==> src/rtl/assert_macros.svh <==
// Assertion helpers for the RTL.
`ifndef ASSERT_MACROS_SVH
`define ASSERT_MACROS_SVH

// Same-cycle implication, sampled on the rising clock edge.
`define ASSERT_IMPLY(label, clk, rst, ante, cons) \
   label: assert property (@(posedge clk) disable iff (rst) (ante) |-> (cons)) \
      else $error("assertion failed");

// Next-cycle implication, sampled on the rising clock edge.
`define ASSERT_NEXT(label, clk, rst, ante, cons) \
   label: assert property (@(posedge clk) disable iff (rst) (ante) |=> (cons)) \
      else $error("assertion failed");

`endif

==> src/rtl/mart_pkg.sv <==
`default_nettype none
package mart_pkg;

   // field widths
   localparam int OP_W          = 2;
   localparam int ADDRESS_W     = 48;
   localparam int CLIENT_ID_W   = 4;
   localparam int STATUS_W      = 2;
   localparam int ENTRY_INDEX_W = 6;
   localparam int CHANGE_W      = 2;
   localparam int TOTAL_W       = 7;
   localparam int REF_W         = 16;
   localparam int KIND_W        = 2;

   // parameter defaults
   localparam int ENTRIES_DEF     = 64;
   localparam int CLIENTS_DEF     = 16;
   localparam int CLIENT_BITS_DEF = 64;
   localparam int ADDR_BITS_DEF   = 48;

   localparam logic [REF_W-1:0] REF_MAX = '1;

   // opcodes
   localparam logic [OP_W-1:0] OP_ADD    = 2'd0;
   localparam logic [OP_W-1:0] OP_REMOVE = 2'd1;
   localparam logic [OP_W-1:0] OP_LOOKUP = 2'd2;

   // status codes
   localparam logic [STATUS_W-1:0] ST_OK          = 2'd0;
   localparam logic [STATUS_W-1:0] ST_UNSUPPORTED = 2'd1;
   localparam logic [STATUS_W-1:0] ST_FULL        = 2'd2;

   // filter change codes
   localparam logic [CHANGE_W-1:0] CHG_NONE    = 2'd0;
   localparam logic [CHANGE_W-1:0] CHG_ENABLE  = 2'd1;
   localparam logic [CHANGE_W-1:0] CHG_DISABLE = 2'd2;

   // token kinds (opcode already qualified by multicast support)
   localparam logic [KIND_W-1:0] K_ADD  = 2'd0;
   localparam logic [KIND_W-1:0] K_REM  = 2'd1;
   localparam logic [KIND_W-1:0] K_LOOK = 2'd2;
   localparam logic [KIND_W-1:0] K_NONE = 2'd3;

   // CSR map
   localparam int               CSR_ADDR_W       = 3;
   localparam int               CSR_DATA_W       = 32;
   localparam logic [0:0]       REG_MC_SUPPORTED = 1'b0;

   typedef struct packed {
      logic [OP_W-1:0]        op;
      logic [ADDRESS_W-1:0]   address;
      logic [CLIENT_ID_W-1:0] client_id;
   } req_type;

   typedef struct packed {
      logic [STATUS_W-1:0]      status;
      logic [ENTRY_INDEX_W-1:0] entry_index;
      logic                     active;
      logic [CHANGE_W-1:0]      filter_change;
      logic [ADDRESS_W-1:0]     change_address;
      logic [TOTAL_W-1:0]       active_total;
      logic [TOTAL_W-1:0]       client_total;
   } rsp_type;

   // search token control, handed cell to cell
   typedef struct packed {
      logic                 valid;
      logic [KIND_W-1:0]    kind;
      logic                 found;
      logic [CHANGE_W-1:0]  change;
      logic                 active;
      logic                 mem_set;
      logic                 mem_clr;
   } tok_ctrl_type;

endpackage
`default_nettype wire

==> src/rtl/mart_cell.sv <==
`default_nettype none
module mart_cell
   import mart_pkg::*;
#(
   parameter int KEY_W       = ADDR_BITS_DEF,
   parameter int IDX_W       = 6,
   parameter int CLIENTS     = CLIENTS_DEF,
   parameter int CELL_IDX    = 0,
   parameter bit HAS_MEMBERS = 1'b1
) (
   input  wire logic               clock,
   input  wire logic               reset,
   input  wire tok_ctrl_type       tin_ctrl,
   input  wire logic [KEY_W-1:0]   tin_key,
   input  wire logic [IDX_W-1:0]   tin_idx,
   input  wire logic [CLIENTS-1:0] tin_oh,
   output tok_ctrl_type            tout_ctrl,
   output logic [KEY_W-1:0]        tout_key,
   output logic [IDX_W-1:0]        tout_idx,
   output logic [CLIENTS-1:0]      tout_oh
);

   logic               used_ff, used_in;
   logic [KEY_W-1:0]   addr_ff, addr_in;
   logic [REF_W-1:0]   ref_ff, ref_in;
   tok_ctrl_type       tok_ctrl_ff, tok_ctrl_in;
   logic [KEY_W-1:0]   tok_key_ff;
   logic [IDX_W-1:0]   tok_idx_ff, tok_idx_in;
   logic [CLIENTS-1:0] tok_oh_ff;
   logic               hit, searching;
   logic               mem_ok, mem_hit;
   logic               set_mem, clr_mem;

   assign hit       = used_ff && (addr_ff == tin_key);
   assign searching = tin_ctrl.valid && !tin_ctrl.found;

   // per-client membership bit for this entry, only where it fits the bitmap
   if (HAS_MEMBERS) begin : g_mem
      logic [CLIENTS-1:0] member_ff;
      assign mem_ok  = |tin_oh;
      assign mem_hit = |(member_ff & tin_oh);
      always_ff @(posedge clock) begin
         if (reset) begin
            member_ff <= '0;
         end else if (set_mem) begin
            member_ff <= member_ff | tin_oh;
         end else if (clr_mem) begin
            member_ff <= member_ff & ~tin_oh;
         end
      end
   end else begin : g_nomem
      assign mem_ok  = 1'b0;
      assign mem_hit = 1'b0;
   end

   always_comb begin
      tok_ctrl_in = tin_ctrl;
      tok_idx_in  = tin_idx;
      used_in     = used_ff;
      addr_in     = addr_ff;
      ref_in      = ref_ff;
      set_mem     = 1'b0;
      clr_mem     = 1'b0;
      case (tin_ctrl.kind)
         K_ADD: begin
            // entries fill in order, so the first free cell ends the search
            if (searching && (hit || !used_ff)) begin
               tok_ctrl_in.found = 1'b1;
               tok_idx_in        = IDX_W'(CELL_IDX);
               used_in           = 1'b1;
               addr_in           = tin_key;
               if (ref_ff != REF_MAX) begin
                  ref_in = ref_ff + REF_W'(1);
                  if (ref_ff == '0) begin
                     tok_ctrl_in.change = CHG_ENABLE;
                  end
               end
               if (mem_ok && !mem_hit) begin
                  set_mem             = 1'b1;
                  tok_ctrl_in.mem_set = 1'b1;
               end
            end
         end
         K_REM: begin
            if (searching && hit) begin
               tok_ctrl_in.found = 1'b1;
               tok_idx_in        = IDX_W'(CELL_IDX);
               if (ref_ff != '0) begin
                  ref_in = ref_ff - REF_W'(1);
                  if (ref_ff == REF_W'(1)) begin
                     tok_ctrl_in.change = CHG_DISABLE;
                  end
                  if (mem_hit) begin
                     clr_mem             = 1'b1;
                     tok_ctrl_in.mem_clr = 1'b1;
                  end
               end
            end
         end
         K_LOOK: begin
            if (searching && hit) begin
               tok_ctrl_in.found  = 1'b1;
               tok_idx_in         = IDX_W'(CELL_IDX);
               tok_ctrl_in.active = (ref_ff != '0);
            end
         end
         default: ;
      endcase
   end

   always_ff @(posedge clock) begin
      if (reset) begin
         used_ff     <= 1'b0;
         ref_ff      <= '0;
         tok_ctrl_ff <= '0;
      end else begin
         used_ff     <= used_in;
         ref_ff      <= ref_in;
         tok_ctrl_ff <= tok_ctrl_in;
      end
   end

   always_ff @(posedge clock) begin
      addr_ff    <= addr_in;
      tok_key_ff <= tin_key;
      tok_idx_ff <= tok_idx_in;
      tok_oh_ff  <= tin_oh;
   end

   assign tout_ctrl = tok_ctrl_ff;
   assign tout_key  = tok_key_ff;
   assign tout_idx  = tok_idx_ff;
   assign tout_oh   = tok_oh_ff;

endmodule
`default_nettype wire

==> config.mk <==
export PLATFORM = sky130hd
export DESIGN_NAME = mart_cell
export DESIGN_NICKNAME = d
export VERILOG_FILES = /design/src/rtl/assert_macros.svh /design/src/rtl/mart_pkg.sv /design/src/rtl/mart_cell.sv
export SDC_FILE = /design/constraint.sdc
export NUM_CORES = 1
export LEC_CHECK = 0
export ABC_AREA = 1
export BUFFER_PORTS_ARGS = -buffer_cell sky130_fd_sc_hd__buf_2
export CAP_MARGIN = 30
export CORE_MARGIN = 2
export CORE_UTILIZATION = 49
export CTS_CLUSTER_DIAMETER = 80
export DETAILED_ROUTE_END_ITERATION = 10
export GPL_ROUTABILITY_DRIVEN = 0
export PLACE_DENSITY = 0.79
export SETUP_SLACK_MARGIN = 0.3
export SLEW_MARGIN = 10
export SYNTH_ARGS = -nofsm -noshare
export SYNTH_HDL_FRONTEND = slang
export SYNTH_SLANG_ARGS = --single-unit
export TNS_END_PERCENT = 100
==> constraint.sdc <==
create_clock -name clock -period 2.6 [get_ports clock]
set_clock_uncertainty 0.2 [all_clocks]
set_input_delay 0.52 -clock clock [delete_from_list [all_inputs] [get_ports clock]]
set_output_delay 0.52 -clock clock [all_outputs]
set_load 0.1 [all_outputs]
==> impl_metrics.env <==
export IMPL_clock_latency_ns=0.43
export IMPL_row_count=43
export IMPL_p_int_mw=4.49
export IMPL_overflow=0
export IMPL_timing_critical_path_arrival_ns=2.28
export IMPL_crit_chain="xnor2_1 > nand2_1 > nor2_1 > nand2_1 > nor2_2 > nand3_2 > nand2_2 > nand2_4 > nor2_4 > buf_6 > clkbuf_16"
export IMPL_grt_usage=0.227
export IMPL_synth_top_cell_by_area="dfxtp_1"
export IMPL_yosys_area_share_simple=0.246
export IMPL_final_cell_count_no_fill=1243
export IMPL_fp_dieW_um=123
export IMPL_avgSynthCellArea_sq_um=8.07
export IMPL_critPathTopFamily="simple AND/OR/NAND/NOR gates"
export IMPL_p_per_area_nw_per_um2=724
export IMPL_fill_cells=1124
export IMPL_syn_inst=861
export IMPL_via_count=6349
export IMPL_maxCapViolations=0
export IMPL_yosys_mux_area_fraction=0
export IMPL_tightest_slew_ns=0.492
export IMPL_htree_levels=4
export IMPL_clk_pin_slew_ns=0.07
export IMPL_grt_pass1_vias=5604
export IMPL_antenna_found_initial=1
export IMPL_crit_top_cell="nand2_1"
export IMPL_hpwl_um=12100
export IMPL_yosys_top_cells_area="dfxtp_1 (32%), edfxtp_1 (21%), nand2_1 (13%)"
export IMPL_grt_first_pass_wirelength_um=26500
export IMPL_synthDistinctLibCells=29
export IMPL_finalMaxSlewViolations=0
export IMPL_cts_root_buf="clkbuf_16"
export IMPL_cp_slowest_cell="edfxtp_1"
export IMPL_r2r_slack_ns=0.27
export IMPL_dieHeight_um=123
export IMPL_max_stage_delay_ns=0.43
export IMPL_core_area_sq_um=13900
export IMPL_ctsHoldBuffers=0
export IMPL_seq_power_share=0.418
export IMPL_avgViaCountPerCell=5.11
export IMPL_utilization=0.646
export IMPL_clock_power_share=0.404
export IMPL_cp_depth=11
export IMPL_cts_inserted_buffers=17
export IMPL_ir_drop_mv=0.480
export IMPL_place_inst=1200
export IMPL_period_needed_ns=2.33
export IMPL_finalCritPeriodShare=0.895
export IMPL_crit_path_max_fanout=8
export IMPL_placed_area_sq_um=8050
export IMPL_critPathBufInv=2
export IMPL_outcome="complete, no violations"
export IMPL_ioPinCount=160
export IMPL_synth_seq_cells=160
export IMPL_rsz0062_at_grt="true"
export IMPL_cts_tree="yes"
export IMPL_power_mw=6.48
export IMPL_multiInputGateArea_sq_um=2750
export IMPL_drc_errors=0
export IMPL_p_sw_mw=2.00
export IMPL_nNetsFinal=1139
export IMPL_cp_start_kind="flip-flop"
export IMPL_first_iter_violations=507
export IMPL_cts_sinks=160
export IMPL_comb_power_share=0.178
export IMPL_worstSetupEndpointType="flip-flop"
export IMPL_grt_max_degree=35
export IMPL_synth_top_area_frac=0.323
export IMPL_synth_top_family_by_area="simple AND/OR/NAND/NOR gates"
export IMPL_synth_xor_area_share=0.0580
export IMPL_portBuffers=159
export IMPL_synth_compound_gate_area_share=0.0589
export IMPL_final_area_sq_um=8960
export IMPL_synth_adder_area_share=0.0144
export IMPL_synth_nets=950
export IMPL_leakagePower_nw=4.36
export IMPL_critical_path_class="reg2reg"
export IMPL_finalHoldViolations=0
export IMPL_ant_nets=0
export IMPL_finalSetupViolCount=0
export IMPL_n_antenna_cell=0
export IMPL_syn_area_sq_um=6950
export IMPL_dieArea_sq_um=15200
export IMPL_area_delta_synth_final_pct=28.9
export IMPL_relSlewSlack=0.669
export IMPL_seq_area_sq_um=3690
export IMPL_yosys_warnings=0
export IMPL_required_ns=2.55
export IMPL_seq_area_frac_synth=0.530
export IMPL_whs_path_depth=1
export IMPL_drt_pass1_iter_count=6
export IMPL_tns_ns=0
export IMPL_clock_fmax_mhz=430
export IMPL_initial_core_util=0.501
export IMPL_hp_class="in2reg"
export IMPL_switching_share=0.308
export IMPL_wl_per_cell_um=14.7
export IMPL_clk_path_buf_depth=2
export IMPL_drt_total_wl_um=18300
export IMPL_r2r_cells=11
export IMPL_drive_gt1_frac=0.241
## sequential cells by signal (all words and copies together) (netlist names), named ones only
signal and flops:
tout_key 48, tout_idx 6, ref_ff 16, tout_oh 16
addr_ff 48, used_ff 1, tout_ctrl 9
## synthesized netlist by cell type (all sizes together)
master    n
ha        8
xnor2    24
clkbuf    9
nor2    101
edfxtp   48
o21a      1
nand4    27
a22o      6
dfxtp   112
nor3     11
nor4      4
nand3    29
inv     145
nand2   234
nand3b    1
a21oi    39
a31oi     1
xor2     22
o21ai    28
buf      11
## final timing paths
| check | from | end |
|---|---|---|
| min | tin_key[7] | tout_key[7] |
| max | addr_ff[9] | addr_ff[40] |
| min reg2reg | flip-flop | flip-flop |
| max reg2reg | addr_ff[9] | addr_ff[40] |
## layout by cell type, fill, tap and decap left out, drive strengths merged
cell,n
o21ai,28
bufinv,3
o21a,1
nor3,11
dfxtp,112
a21oi,39
clkinvlp,2
nand2,234
nor4,4
xor2,22
inv,152
nand4,27
nand3,30
edfxtp,48
nor2,101
nand3b,1
a22o,6
ha,8
buf,186
clkbuf,21
a31oi,1
xnor2,24
clkinv,2
## layout make-up
| cell class | instances | share of cell area |
|---|---|---|
| clock buffer | 18 | 0.0490 |
| inverter | 145 | 0.0607 |
| clock inverter | 14 | 0.0198 |
| tap | 180 | 0.0251 |
| timing repair buffer | 189 | 0.128 |
| multi-input combinational | 537 | 0.306 |
| sequential | 160 | 0.411 |
## logic make-up (layout without fill, tap and decap cells)
logic type,Yosys count,in the layout
adder cells (fa/ha/maj),8,8
buffers and inverters,165,366
AND/OR/NAND/NOR,407,408
XOR/XNOR,46,46
flip-flops,160,160
AO/OA/AOI/OAI,75,75
## worst reg2reg max path, stage by stage, from the launching register on
cell	delay [ns]
edfxtp_1	0.43
xnor2_1	0.24
nand2_1	0.11
nor2_1	0.11
nand2_1	0.07
nor2_2	0.11
nand3_2	0.11
nand2_2	0.09
nand2_4	0.07
nor2_4	0.21
buf_6	0.16
clkbuf_16	0.16
## routing by layer
metal,share of wire,global-route usage,up-vias,routed length [um]
li1,-,-,3070,-
met1,0.40,0.276,2959,7330
met2,0.51,0.394,280,9260
met3,0.073,0.0600,40,1340
met4,0.021,0.0710,0,388
met5,0,0,-,0
## through the flow
step	hold WS (ns)	setup slack, ns
floorplan	0.250	0.339
global placement	0.257	0.0856
detailed placement	0.267	0.0455
CTS	0.0181	0.302
global route	0.00821	0.110
finish	0.0285	0.274
## power by group through the flow
stage | Sequential (mW) | Combinational, mW | Clock [mW]
floorplan | 3.26 | 0.325 | 0
global placement | 2.76 | 1.09 | 0
detailed placement | 2.76 | 1.10 | 0
CTS | 2.71 | 1.11 | 2.65
global route | 2.72 | 1.22 | 2.78
finish | 2.71 | 1.15 | 2.62
## what timing repair did
action / 4_1_cts / 5_1_grt
buffers inserted: 0 / 4
endpoints found under the setup margin: 0 / 91
gates resized for setup: 0 / 37
Note: power is estimated with default switching activity, not from simulation.
